File: src/rtl/core/fes_pkg.sv
package fes_pkg;

	localparam int unsigned WIDTH_REG_W = 11;
	localparam int unsigned DEC_W       = 10;
	localparam int unsigned CFG_DATA_W  = 11;
	localparam int unsigned CFG_IDX_W   = 2;
	localparam int unsigned SUM_W       = 10;

	typedef enum logic [CFG_IDX_W-1:0] {
		REG_REGION_WIDTH = 2'd0,
		REG_RED_DEC      = 2'd1,
		REG_GREEN_DEC    = 2'd2,
		REG_BLUE_DEC     = 2'd3
	} cfg_reg_t;

	localparam logic [WIDTH_REG_W-1:0] REGION_WIDTH_RST = 11'd320;
	localparam logic [DEC_W-1:0]       RED_DEC_RST      = 10'd0;
	localparam logic [DEC_W-1:0]       GREEN_DEC_RST    = 10'd5;
	localparam logic [DEC_W-1:0]       BLUE_DEC_RST     = 10'd100;

	typedef struct packed {
		logic [7:0] red;
		logic [7:0] green;
		logic [7:0] blue;
	} rgb_t;

	typedef struct packed {
		logic [7:0] in_red;
		logic [7:0] in_green;
		logic [7:0] in_blue;
		logic       frame_start;
	} pixel_in_t;

	typedef struct packed {
		logic [7:0] out_red;
		logic [7:0] out_green;
		logic [7:0] out_blue;
		logic       row_end;
	} pixel_out_t;

	typedef struct packed {
		logic has_left;
		logic has_right;
		logic row_end;
		logic emit;
	} ctrl_t;

	typedef struct packed {
		logic [DEC_W-1:0] red;
		logic [DEC_W-1:0] green;
		logic [DEC_W-1:0] blue;
	} dec_set_t;

endpackage

File: src/rtl/core/fes_blend.sv
module fes_blend
	import fes_pkg::*;
(
	input  logic       clk,
	input  logic       arst_n,
	input  logic       take,
	input  ctrl_t      ctrl,
	input  rgb_t       cur,
	input  rgb_t       centre,
	input  rgb_t       right,
	input  dec_set_t   decs,
	output logic       in_ready,
	output logic       out_valid,
	input  logic       out_ready,
	output pixel_out_t out_data
);

	logic       valid_s1;
	ctrl_t      ctrl_s1;
	rgb_t       cur_s1;
	rgb_t       left_q;
	logic       out_valid_q;
	pixel_out_t out_data_q;
	logic       advance;
	pixel_out_t result;

	function automatic logic [7:0] finish(input logic [7:0] a, input logic [7:0] b,
		input logic [7:0] l, input logic [7:0] r, input logic use_l, input logic use_r,
		input logic [DEC_W-1:0] dec);
		logic [SUM_W-1:0] sum;
		logic [SUM_W-1:0] diff;
		sum = SUM_W'(a) + SUM_W'(b) + (use_l ? SUM_W'(l) : '0) + (use_r ? SUM_W'(r) : '0);
		diff = (sum > dec) ? sum - dec : '0;
		return diff[SUM_W-1:2];
	endfunction

	assign advance  = !out_valid_q || out_ready;
	assign in_ready = !valid_s1 || advance;

	always_comb begin
		result.out_red   = finish(cur_s1.red, centre.red, left_q.red, right.red,
			ctrl_s1.has_left, ctrl_s1.has_right, decs.red);
		result.out_green = finish(cur_s1.green, centre.green, left_q.green, right.green,
			ctrl_s1.has_left, ctrl_s1.has_right, decs.green);
		result.out_blue  = finish(cur_s1.blue, centre.blue, left_q.blue, right.blue,
			ctrl_s1.has_left, ctrl_s1.has_right, decs.blue);
		result.row_end   = ctrl_s1.row_end;
	end

	always_ff @(posedge clk or negedge arst_n) begin
		if (!arst_n) begin
			valid_s1    <= 1'b0;
			out_valid_q <= 1'b0;
			left_q      <= '0;
		end else begin
			if (take) begin
				valid_s1 <= 1'b1;
			end else if (advance) begin
				valid_s1 <= 1'b0;
			end
			if (advance) begin
				out_valid_q <= valid_s1 && ctrl_s1.emit;
			end
			// The centre of one pixel is the upper-left neighbour of the next.
			if (valid_s1 && advance) begin
				left_q <= centre;
			end
		end
	end

	always_ff @(posedge clk) begin
		if (take) begin
			ctrl_s1 <= ctrl;
			cur_s1  <= cur;
		end
		if (advance) begin
			out_data_q <= result;
		end
	end

	assign out_valid = out_valid_q;
	assign out_data  = out_data_q;

endmodule

File: config.mk
export PLATFORM = sky130hd
export DESIGN_NAME = fes_blend
export DESIGN_NICKNAME = d
export VERILOG_FILES = /design/src/rtl/core/fes_pkg.sv /design/src/rtl/core/fes_blend.sv
export SDC_FILE = /design/constraint.sdc
export NUM_CORES = 1
export LEC_CHECK = 0
export ABC_AREA = 0
export BUFFER_PORTS_ARGS = -buffer_cell sky130_fd_sc_hd__buf_2
export CAP_MARGIN = 15
export CORE_ASPECT_RATIO = 1.1
export CORE_MARGIN = 1.5
export CORE_UTILIZATION = 51
export CTS_CLUSTER_DIAMETER = 40
export CTS_CLUSTER_SIZE = 25
export DETAILED_ROUTE_END_ITERATION = 10
export GPL_ROUTABILITY_DRIVEN = 0
export PLACE_DENSITY = 0.78
export SYNTH_ARGS = -nofsm -noshare
export SYNTH_HDL_FRONTEND = slang
export SYNTH_SLANG_ARGS = --single-unit
File: constraint.sdc
create_clock -name clk -period 4.6 [get_ports clk]
set_input_delay 0.23 -clock clk [delete_from_list [all_inputs] [get_ports clk]]
set_output_delay 0.23 -clock clk [all_outputs]
set_load 0.01 [all_outputs]
==> key figures <==
Routing
  • Vias: roughly 5,200
  • Detailed-route wire length: about 15,000 µm
  • TritonRoute pass-1 iters: 5
  • Post-route antenna net violation count: 0
  • Via density per instance: about 5.3
  • Iteration-0 DRC Markers: 232
  • Routed WL per cell: between 15 and 20 µm
  • DRC Markers: 0

Die
  • Chip Height: ~120 µm
  • Row count: 42
  • Number of top-level pins: ~140
  • Starting density of the core: 0.529
  • Core ar.: ~12,000 µm²
  • Die footprint: 13,300 µm²
  • Die X-Extent: roughly 110 µm

Global routing
  • Largest net degree at the start of global routing: 30
  • Total Routing Usage GR: 0.233
  • Vias in the first global route: around 5,500
  • Total gr overflow: 0
  • Antenna violations before repair: 0
  • Global-route wire length before repair: between 20,000 and 25,000 µm

Finish
  • Most frequent cells in the layout: 136 x buf_2, 132 x inv_1, 76 x nand2_1
  • Design area: between 7000 and 8000 µm²
  • Register area: around 2200 µm²
  • Layout cell share with drive strength beyond 1: 0.282
  • Ant diodes: 0
  • Fill cells: 966
  • Area of the multi-input gates: 3850 µm²
  • Area grow syn2layout: 24.3%
  • Most common cell after layout, fill and taps aside: buf_2
  • # nets final: about 1,000

Power
  • Worst VDD drop: 0.000489 V
  • Pwr dens: roughly 640 nW/µm²
  • LEAKAGE: just under 0.004 µW

Synthesis
  • Main combinational cell family by area after synthesis: adder cells
  • Top FF cell, synth: edfxtp_1
  • Post-Syn Area: ~6400 µm²
  • Sequential area share after synthesis: 0.349
  • Simple-Gate Fraction of Synth Area: 0.131
  • EDFF count, synth: 53
  • Post-synthesis compound-gate area fraction: 0.129
  • Synth Area in Adders: 0.261
  • Synth warn: 0
  • Yosys cell types: 62
  • Synthesized flop and latch total: 79
  • Synthesized instance count: 663
  • Multiplexer area fraction after synthesis: 0.0136
  • XOR/XNOR Fraction of Synth Area: 0.0314
  • Synthesized Nets: a little under 900
  • Async S/R FF share, synth: 0.329
  • Syn_area_per_cell: 9.69 µm²

Timing
  • Final TNS setup: 0 ns
  • Max Fclk: around 220 MHz
  • Final max-slew violation count: 0
  • Final Hold Vio Count: 0
  • Setup violations, final: 0
  • Worst Tran Pin Value: roughly 0.74 ns
  • Final Skew: approximately 0.0045 ns
  • Final min period: 4.52 ns
  • Worst relative slew slack: 0.506
  • Final Cycle Share: 0.982

Clock network
  • CTS Buf Count: 9
  • CTS max path bufs: 2
  • H-tree depth: 3
  • # clock sinks: between 70 and 80
  • Clk Tree Root Cell: clkbuf_16
  • CTS clock-pin slew for the worst setup and hold paths: 0.07 ns
  • Skew-Pair Late Insertion Delay: about 0.34 ns
  • TritonCTS clock tree: yes

Flow run
  • # Max-Cap Violations: 0

Critical path
  • Setup crit end kind: register
  • WP data arrival: 4.67 ns
  • Critical Path RT: roughly 4.8 ns
  • Startpoint Class: register
  • Crit path max fanout: 8
  • Critical path type: reg2reg

Placement
  • IO Port Bufs: 136
  • Placement Cell Area: 7350 µm²
  • Final HPWL DP: about 11,000 µm

Hold path
  • Type of the tightest min-delay check: in2reg

Outcome
  • Status: completed
stage by stage:
stage                     setup WS (ns)  total power, µW  hold WS (ns)  cells  utilization
after floorplan                  0.0740             3230       -0.0656    663            -
after CTS                       0.00109             4790        0.0438    977        0.639
after global placement           0.0278             3780         0.268    955        0.606
final                            0.0844             5140        0.0580    983        0.658
after detailed placement         -0.153             3930         0.283    955        0.606
after global routing             -0.124             5560        0.0397    983        0.658
cell families (layout without fill, tap and decap cells):
logic type      after synthesis  count (layout)
compound gates              120             120
mux                           8               8
simple gates                183             183
xor+xnor                     23              23
buf+inv                     145             311
fa+ha+maj                   105             105
flops                        79              79
final cells by class:
type / instances / area share
Inverter: 133 / 0.0625
Sequential cell: 79 / 0.281
Timing Repair Buffer: 162 / 0.111
Clock inverter: 6 / 0.00940
Tap cell: 154 / 0.0241
Multi-Input combinational cell: 439 / 0.482
Clock buffer: 10 / 0.0299
routing by layer:
layer / global-route usage / part of all wire / up-vias
met5: 0 / 0 / -
met3: 0.0431 / 0.062 / 35
met2: 0.420 / 0.53 / 186
li1: - / - / 2520
met4: 0.0852 / 0.023 / 0
met1: 0.270 / 0.39 / 2475
critical path, stage by stage, from the launching register on:
cell and delay, ns:
edfxtp_1 0.41, buf_6 0.15, buf_4 0.15, nand2_1 0.07
fa_1 0.44, fa_1 0.55, inv_1 0.06, ha_1 0.28
a21oi_2 0.17, o211ai_1 0.14, a21oi_2 0.23, a21oi_2 0.09
xor2_1 0.17, ha_1 0.37, nand4_1 0.23, a31oi_4 0.27
o41ai_4 0.10, buf_6 0.15, nor4b_1 0.30
where the power goes:
group / total (µW) / leakage, µW / internal, µW / switching, µW
combinational: 3360 / 0.00291 / 1490 / 1870
clock: 767 / 0.000152 / 444 / 322
sequential: 1010 / 0.000863 / 970 / 42.4
total: 5140 / 0.00392 / 2900 / 2240
repair_timing:
action / 4_1_cts / 5_1_grt
buffers inserted: 5 / 8
gates resized for setup: 14 / 46
endpoints found under the setup margin: 23 / 23
hold buffers: 1 / 0
hold endpoints to repair: 26 / 0
cloned: 0 / 0
pin swaps: 7 / 19
state kept, by name (all words and copies together) (netlist names):
| register | flops |
|---|---|
| cur_s1 | 24 |
| valid_s1 | 1 |
| out_valid | 1 |
| left_q | 24 |
| ctrl_s1 | 4 |
| out_data | 25 |
worst paths after layout:
kind / startpoint / to / slack [ns] / cells past startpoint
setup / recovery: ctrl_s1[3] / out_data[6] / 0.08 / 18
hold / removal: cur[20] / cur_s1[20] / 0.06 / 1
setup reg to reg: ctrl_s1[3] / out_data[6] / 0.08 / 18
hold reg to reg: ctrl_s1[1] / out_data[0] / 0.42 / 0
max in group asynchronous: arst_n / left_q[20] / 3.75 / 2
min in group asynchronous: arst_n / out_valid / 0.45 / 2
synthesized netlist by cell type, types with 2 or more instances:
master,n,share of area
xnor2_1,20,0.027
and2_1,10,0.0097
ha_1,57,0.11
nor3b_1,3,0.0035
a211oi_1,7,0.0082
inv_1,133,0.078
o2111ai_1,3,0.0041
xor2_1,3,0.0041
nand4_1,4,0.0039
nor3_1,7,0.0055
nor2b_1,4,0.0039
or4_1,2,0.0023
dfrtp_1,26,0.10
nand2_1,76,0.044
buf_2,2,0.0016
or3_1,2,0.0019
nor2_1,45,0.026
o21a_1,8,0.0093
mux2_2,6,0.011
fa_1,48,0.15
mux2i_1,2,0.0031
a21boi_0,6,0.0070
o21ai_2,2,0.0027
and3_1,3,0.0029
or2_2,2,0.0019
a21o_1,6,0.0070
o22ai_1,2,0.0019
o31ai_1,4,0.0047
a2111oi_0,2,0.0027
edfxtp_1,53,0.25
nand3_1,9,0.0070
nand2b_1,4,0.0039
clkbuf_1,8,0.0047
a31oi_1,3,0.0029
o21ai_0,40,0.031
nor4_1,4,0.0039
a21oi_1,22,0.017
No activity file was read; power rests on OpenSTA's default activity.
