<file path="src/rtl/core/fes_pkg.sv">
package fes_pkg;

	localparam int unsigned WIDTH_REG_W = 11;
	localparam int unsigned DEC_W       = 10;
	localparam int unsigned CFG_DATA_W  = 11;
	localparam int unsigned CFG_IDX_W   = 2;
	localparam int unsigned SUM_W       = 10;

	typedef enum logic [CFG_IDX_W-1:0] {
		REG_REGION_WIDTH = 2'd0,
		REG_RED_DEC      = 2'd1,
		REG_GREEN_DEC    = 2'd2,
		REG_BLUE_DEC     = 2'd3
	} cfg_reg_t;

	localparam logic [WIDTH_REG_W-1:0] REGION_WIDTH_RST = 11'd320;
	localparam logic [DEC_W-1:0]       RED_DEC_RST      = 10'd0;
	localparam logic [DEC_W-1:0]       GREEN_DEC_RST    = 10'd5;
	localparam logic [DEC_W-1:0]       BLUE_DEC_RST     = 10'd100;

	typedef struct packed {
		logic [7:0] red;
		logic [7:0] green;
		logic [7:0] blue;
	} rgb_t;

	typedef struct packed {
		logic [7:0] in_red;
		logic [7:0] in_green;
		logic [7:0] in_blue;
		logic       frame_start;
	} pixel_in_t;

	typedef struct packed {
		logic [7:0] out_red;
		logic [7:0] out_green;
		logic [7:0] out_blue;
		logic       row_end;
	} pixel_out_t;

	typedef struct packed {
		logic has_left;
		logic has_right;
		logic row_end;
		logic emit;
	} ctrl_t;

	typedef struct packed {
		logic [DEC_W-1:0] red;
		logic [DEC_W-1:0] green;
		logic [DEC_W-1:0] blue;
	} dec_set_t;

endpackage

</file>
<file path="src/rtl/core/fes_cfg_regs.sv">
module fes_cfg_regs
	import fes_pkg::*;
(
	input  logic                   clk,
	input  logic                   arst_n,
	input  logic                   cfg_write,
	input  logic [CFG_IDX_W-1:0]   cfg_index,
	input  logic [CFG_DATA_W-1:0]  cfg_wdata,
	output logic [WIDTH_REG_W-1:0] region_width,
	output dec_set_t               decs
);

	logic [WIDTH_REG_W-1:0] region_width_q;
	dec_set_t               decs_q;

	always_ff @(posedge clk or negedge arst_n) begin
		if (!arst_n) begin
			region_width_q <= REGION_WIDTH_RST;
			decs_q.red     <= RED_DEC_RST;
			decs_q.green   <= GREEN_DEC_RST;
			decs_q.blue    <= BLUE_DEC_RST;
		end else if (cfg_write) begin
			unique case (cfg_reg_t'(cfg_index))
				REG_REGION_WIDTH: region_width_q <= cfg_wdata;
				REG_RED_DEC:      decs_q.red     <= cfg_wdata[DEC_W-1:0];
				REG_GREEN_DEC:    decs_q.green   <= cfg_wdata[DEC_W-1:0];
				REG_BLUE_DEC:     decs_q.blue    <= cfg_wdata[DEC_W-1:0];
				default:          ;
			endcase
		end
	end

	assign region_width = region_width_q;
	assign decs         = decs_q;

endmodule

</file>
<file path="config.mk">
export PLATFORM = sky130hd
export DESIGN_NAME = fes_cfg_regs
export DESIGN_NICKNAME = d
export VERILOG_FILES = /design/src/rtl/core/fes_pkg.sv /design/src/rtl/core/fes_cfg_regs.sv
export SDC_FILE = /design/constraint.sdc
export NUM_CORES = 1
export LEC_CHECK = 0
export BUFFER_PORTS_ARGS = -buffer_cell sky130_fd_sc_hd__buf_2
export CORE_MARGIN = 1.5
export CORE_UTILIZATION = 48
export DETAILED_ROUTE_END_ITERATION = 8
export PLACE_DENSITY = 0.78
export SYNTH_ARGS = -nofsm -noshare
export SYNTH_HDL_FRONTEND = slang
export SYNTH_SLANG_ARGS = --single-unit
</file>
<file path="constraint.sdc">
create_clock -name clk -period 0.85 [get_ports clk]
set_input_delay 0.0425 -clock clk [delete_from_list [all_inputs] [get_ports clk]]
set_output_delay 0.0425 -clock clk [all_outputs]
set_load 0.005 [all_outputs]
</file>
==> results of run 1 <==
sequential cells by signal, indices dropped and copies added, names as in the netlist:
register	count
decs	30
region_width	11
tightest hold or removal path, stage by stage:
cell           delay [ns]
dlygate4sd3_1        0.52
buf_2                0.12
buf_12               0.22
power breakdown:
group          leakage (uW)  internal (uW)  switching (uW)
clock             0.0000413            480             614
combinational      0.000564            739             415
sequential         0.000476           2360             186
layout make-up:
cell class | instances | share of cell area, %
Sequential cell | 41 | 46.1
Multi-Input combinational cell | 45 | 23.2
Tap cell | 44 | 2.45
Clock buffer | 7 | 2.90
Clock inverter | 1 | 0.223
Timing Repair Buffer | 80 | 25.1
metrics by stage:
stage	hold WS, ns	power, uW	cell area (um^2)	setup TNS, ns	instances
after floorplan	-0.253	2990	1570	0	89
after global placement	0.0186	3520	1980	-4.19	193
after detailed placement	0.0273	3580	1980	-4.85	193
after CTS	0.170	4770	2210	-3.88	217
after global routing	0.178	5050	2240	-5.21	218
final	0.185	4800	2240	-3.23	218
metal layers:
layer | vias to the layer above | wire, um | global-route usage (%)
met1 | 525 | 1430 | 25.6
met3 | 5 | 134 | 5.41
met4 | 0 | 38 | 7.62
li1 | 488 | - | -
met5 | - | 0 | 0
met2 | 25 | 1700 | 31.7
timing repair:
action                                 CTS  global route
endpoints found under the hold margin   82             0
setup endpoints to repair               41            45
hold buffers                            12             0
pin swaps                                0             0
buffers inserted                         4             1
gates resized for setup                  3             6
cell families (layout without fill, tap and decap cells):
kind of cell,Yosys count,in the layout,synth area share (%)
buffers and inverters,3,88,1.68
DFF,41,41,66.3
muxes,41,41,29.6
and+or+nand+nor,4,4,2.41
final timing paths:
path	from	endpoint	slack [ns]
setup / recovery	region_width[8]	region_width[8]	-0.20
hold / removal	arst_n	region_width[0]	0.19
setup reg to reg	decs[16]	decs[16]	-0.03
hold reg to reg	decs[27]	decs[27]	0.51
max in group asynchronous	arst_n	decs[2]	0.40
min in group clk	cfg_write	decs[5]	0.23
synth_stat cells:
cell	instances
nor3b_2	1
nand3b_1	2
dfrtp_1	34
dfstp_2	7
nand3_2	1
buf_6	1
mux2_2	41
buf_4	2
==> impl_metrics.toml, run 1 <==
[critical_path]
cpLargestDelayFamily = "flip-flops"
worst-endpoint-required_ns = 0.81
endpoint_kind = "output port"
critical_path_depth = 1
r2r.worst_path.cells = 2
cp-start-kind = "flop"
worst-path-buf-inv = 1
path_type_of_the_worst_setup_path = "flop to output port"
cp_cell_sequence = "buf_2"
crit_slowest_cell = "dfstp_2"
crit_path_max_incr_delay_ns = 0.56
arrival_ns = 1.01
path_max_fanout = 2

[cts]
numClockSinks = 41
clock_buffer_count_from_cts = 5
clock_tree.htree_level_count = 2
root_buffer = "clkbuf_4"
clkLatencyLatePin_ns = 0.34
cts_tree = "built"
worst_setup_hold_path_clk_slew_ns = 0.12
cts-root-to-sink-buffers = 2

[logic_synthesis]
synthDominantAreaCellType = "dfrtp_1"
synthesis.yosys.warnings = 0
synth_top_cell_area_share_pct = 54.5
synth_sequential_area_ratio_pct = 66.3
number_of_nets_in_the_synthesized_netlist = 105
syn_area_per_cell_um2 = 17.5
synthTopCellsByArea = "dfrtp_1 55%, mux2_2 30%, dfstp_2 12%, buf_4 0.96%, nand3b_1 0.96%"
gate_count_of_the_mapped_netlist = 89
postSynthRegisterBits = 41
yosys.cell_types.count = 8
netlist_area_before_placement_mm2 = 0.00156

[floorplan]
chipWidth_um = 60.0
placement_rows = 20
core_area_mm2 = 0.00308
io_pins = 57
die_y_um = 60.0
initial_core_utilization_pct = 50.7
fp.dieArea_mm2 = 0.00360

[place]
place_ws_ns = -0.172
place_hpwl_mm = 2.22
routabilityCongestion = 0.661
io_buffers = 56

[status]
result_of_the_run = "complete, but fails checks"
violations = "setup timing"

[sta]
finalHoldViolCount = 0
max_slew_margin_pct = 85.9
portion_of_the_clock_cycle_consumed_by_the_worst_path_in_the_final_layout_pct = 124
setup-violations-final = 46
rsz0062_at_grt = "yes"
finalWorstSetupSlack_ns = -0.203
fmax_ghz = 0.950
skew_ns = 0
finalWorstPathRequiredPeriod_ns = 1.05
timing_max_transition_violations_final = 0
tightest_slew_ns = 0.212

[finish]
final_nets = 189
area_growth_pct = 43.9
fillerInstances = 223
drive_above_1_share_pct = 72.4
total_area_of_multi_input_combinational_cells_um2 = 520
fin_util_pct = 72.9
seqCellArea_mm2 = 0.00103
mostFrequentLayoutCell = "buf_2"
number_of_diodes = 0
layout.cells.most_common_list = "54 x buf_2, 37 x mux2_2, 34 x dfrtp_1, 12 x dlygate4sd3_1, 7 x dfstp_2"

[hold_path]
hold_class = "primary input to asynchronous set/reset pin"

[power]
p_per_area_mw_per_mm2 = 2140
leakagePower_uw = 0.00108
ir_worst_vdd_v = 0.00157

[run]
max_cap_viol_count = 0

[grt]
maximum_number_of_pins_on_one_net_before_global_route_repair = 42
first_global_vias = 1035
grt_pass1_wl_mm = 5.03
grt_overflow_total = 0
grtUsageTotal_pct = 19.8
grt_antenna_before_repair = 0

[drt]
vias = 1043
antenna_violating_nets_post_route = 0
drt_first_iter_violations = 28
detail_route.drc_violations = 0
finalWirelength_mm = 3.30
vias_per_cell = 4.78
avgRoutedWirePerCell_um = 15.1
firstDrtPassIters = 4
No activity file was read; power rests on OpenSTA's default activity.
==> run 2, diff against run 1 <==
==> constraint.sdc (replaced) <==
create_clock -name clk -period 0.85 [get_ports clk]
set_input_delay 0.085 -clock clk [delete_from_list [all_inputs] [get_ports clk]]
set_output_delay 0.085 -clock clk [all_outputs]
set_load 0.005 [all_outputs]
==> run 2 against run 1 <==
Net effect: the flow still finishes with violations (setup timing); sequential power about the same; setup slack got worse by 0.023 ns; global-route usage shrank 0.31 points; fmax down 2.2%; final area shrank 1.7%; flip-flop and latch count is the same; cell count is 1.8% lower; wire length decreased by 5.2%; first-iteration DRC count down 39%; largest cell class unchanged.
==> impl_metrics.toml, run 2 (synthesis gave the netlist of run 1 again) <==
[floorplan]
initial_core_utilization_pct = 50.7
placement_rows = 20
core_area_mm2 = 0.00308
die_y_um = 60.0
io_pins = 57
chipWidth_um = 60.0
fp.dieArea_mm2 = 0.00360

[place]
place_hpwl_mm = 2.21
routabilityCongestion = 0.685
placement.cell_area_mm2 = 0.00201
dpl.cell_count = 196
io_buffers = 56

[critical_path]
worst-path-buf-inv = 1
worstReg2RegEnd = "region_width[5]"
reg2reg_from = "region_width[5]"
crit_slowest_cell = "dfstp_2"
worst-endpoint-required_ns = 0.76
r2r.worst_path.cells = 2
reg2reg_setup_slack_ns = -0.04
path_type_of_the_worst_setup_path = "flop to output port"
endpoint_kind = "output port"
crit_path_max_incr_delay_ns = 0.56
cpLargestDelayFamily = "flip-flops"
cp-start-kind = "flop"
path_max_fanout = 2
cp_cell_sequence = "buf_6"
arrival_ns = 0.99

[cts]
clock_tree.htree_level_count = 2
clkLatencyLatePin_ns = 0.34
clock_buffer_count_from_cts = 5
cts-root-to-sink-buffers = 2
numClockSinks = 41
cts_tree = "built"
root_buffer = "clkbuf_4"
worst_setup_hold_path_clk_slew_ns = 0.12

[drt]
vias_per_cell = 4.82
vias = 1032
drt_first_iter_violations = 17
antenna_violating_nets_post_route = 0
detail_route.drc_violations = 0
avgRoutedWirePerCell_um = 14.6
firstDrtPassIters = 2
finalWirelength_mm = 3.13

[power]
internal_power_uw = 3570
p_per_area_mw_per_mm2 = 2150
p_seq_share_pct = 53.9
switching_share_pct = 24.7
design_power_total_uw = 4740
share_clk_of_total_power_pct = 20.7
leakagePower_uw = 0.00107
power.net_switching_uw = 1170
ir_worst_vdd_v = 0.00152
combinationalPowerShare_pct = 25.4

[finish]
area_growth_pct = 41.5
max_reg_flops = 30
drive_above_1_share_pct = 75.3
mostFrequentLayoutCell = "buf_2"
layout.cells.non_filler = 214
number_of_diodes = 0
layout.cells.most_common_list = "51 x buf_2, 34 x dfrtp_1, 31 x mux2_2, 10 x mux2_4, 10 x buf_6"
final_nets = 185
fin_util_pct = 71.7
post_route_standard_cell_area_excluding_fillers_mm2 = 0.00221
fillerInstances = 222

[sta]
timing_max_transition_violations_final = 0
finalWorstSetupSlack_ns = -0.226
fin_hold_ws_ns = 0.0137
setup-violations-final = 47
portion_of_the_clock_cycle_consumed_by_the_worst_path_in_the_final_layout_pct = 127
fmax_ghz = 0.929
finalWorstPathRequiredPeriod_ns = 1.08
finalHoldViolCount = 0
rsz0062_at_grt = "yes"
skew_ns = 0
max_slew_margin_pct = 85.8
tightest_slew_ns = 0.213

[hold_path]
timing.hold.worst_endpoint = "decs[17]"
hp-start = "cfg_wdata[7]"
whs_path_depth = 2
hold_class = "primary input to flop"

[grt]
maximum_number_of_pins_on_one_net_before_global_route_repair = 42
grt_pass1_wl_mm = 5.03
first_global_vias = 1066
grtUsageTotal_pct = 19.5
grt_overflow_total = 0
grt_antenna_before_repair = 0

[status]
result_of_the_run = "complete, but fails checks"
violations = "setup timing"

[run]
max_cap_viol_count = 0
==> run 2: changes by cell type in the layout (fill, tap and decap cells not counted), moves of 3 or more <==
cell / previous run / this run
buf_4: 5 / 9
mux2_4: 4 / 10
buf_2: 54 / 51
buf_6: 5 / 10
dlygate4sd3_1: 12 / 4
mux2_2: 37 / 31
==> run 2: worst max path at each step <==
stage | from | endpoint | cells after the start
after floorplan | cfg_index[0] | region_width[0] | 3
after global placement | cfg_index[0] | region_width[2] | 4
after detailed placement | cfg_index[0] | region_width[2] | 4
after CTS | region_width[8] | region_width[8] | 1
after global routing | region_width[8] | region_width[8] | 1
final | region_width[8] | region_width[8] | 1
==> run 2: stage by stage <==
stage	setup slack (ns)	setup TNS, ns
final	-0.226	-4.63
after global routing	-0.268	-6.72
after CTS	-0.254	-5.38
after detailed placement	-0.230	-6.81
after global placement	-0.193	-6.02
after floorplan	-0.0358	-0.343
==> run 2: power groups by stage <==
stage                     registers (uW)  logic (uW)  clock network, uW
final                               2560        1200                979
after global routing                2600        1320               1110
after CTS                           2540        1140               1020
after detailed placement            2570        1030                  0
after global placement              2560        1010                  0
after floorplan                     2610         423                  0
==> run 2: routing by layer <==
| metal | vias to the layer above | GRT usage, % | share of wire [%] |
|---|---|---|---|
| met2 | 36 | 30.3 | 48 |
| met3 | 4 | 6.71 | 6.6 |
| met1 | 514 | 25.0 | 44 |
| met4 | 0 | 7.62 | 1.3 |
| met5 | - | 0 | 0 |
| li1 | 478 | - | - |
==> run 2: timing repair <==
| action | in CTS | in global routing |
|---|---|---|
| hold buffers | 4 | 0 |
| hold endpoints to repair | 47 | 0 |
| gates resized for setup | 3 | 9 |
| setup buffers | 5 | 1 |
| setup endpoints to repair | 41 | 46 |
| cloned | 0 | 0 |
==> run 2: area by class of cell <==
cell class / count / area, um^2 / share of cell area (%)
multi-input cells: 45 / 543 / 24.6
well taps: 44 / 55.1 / 2.49
flip-flops and latches: 41 / 1030 / 46.9
clock buffers: 8 / 58.8 / 2.66
repair buffers: 76 / 515 / 23.4
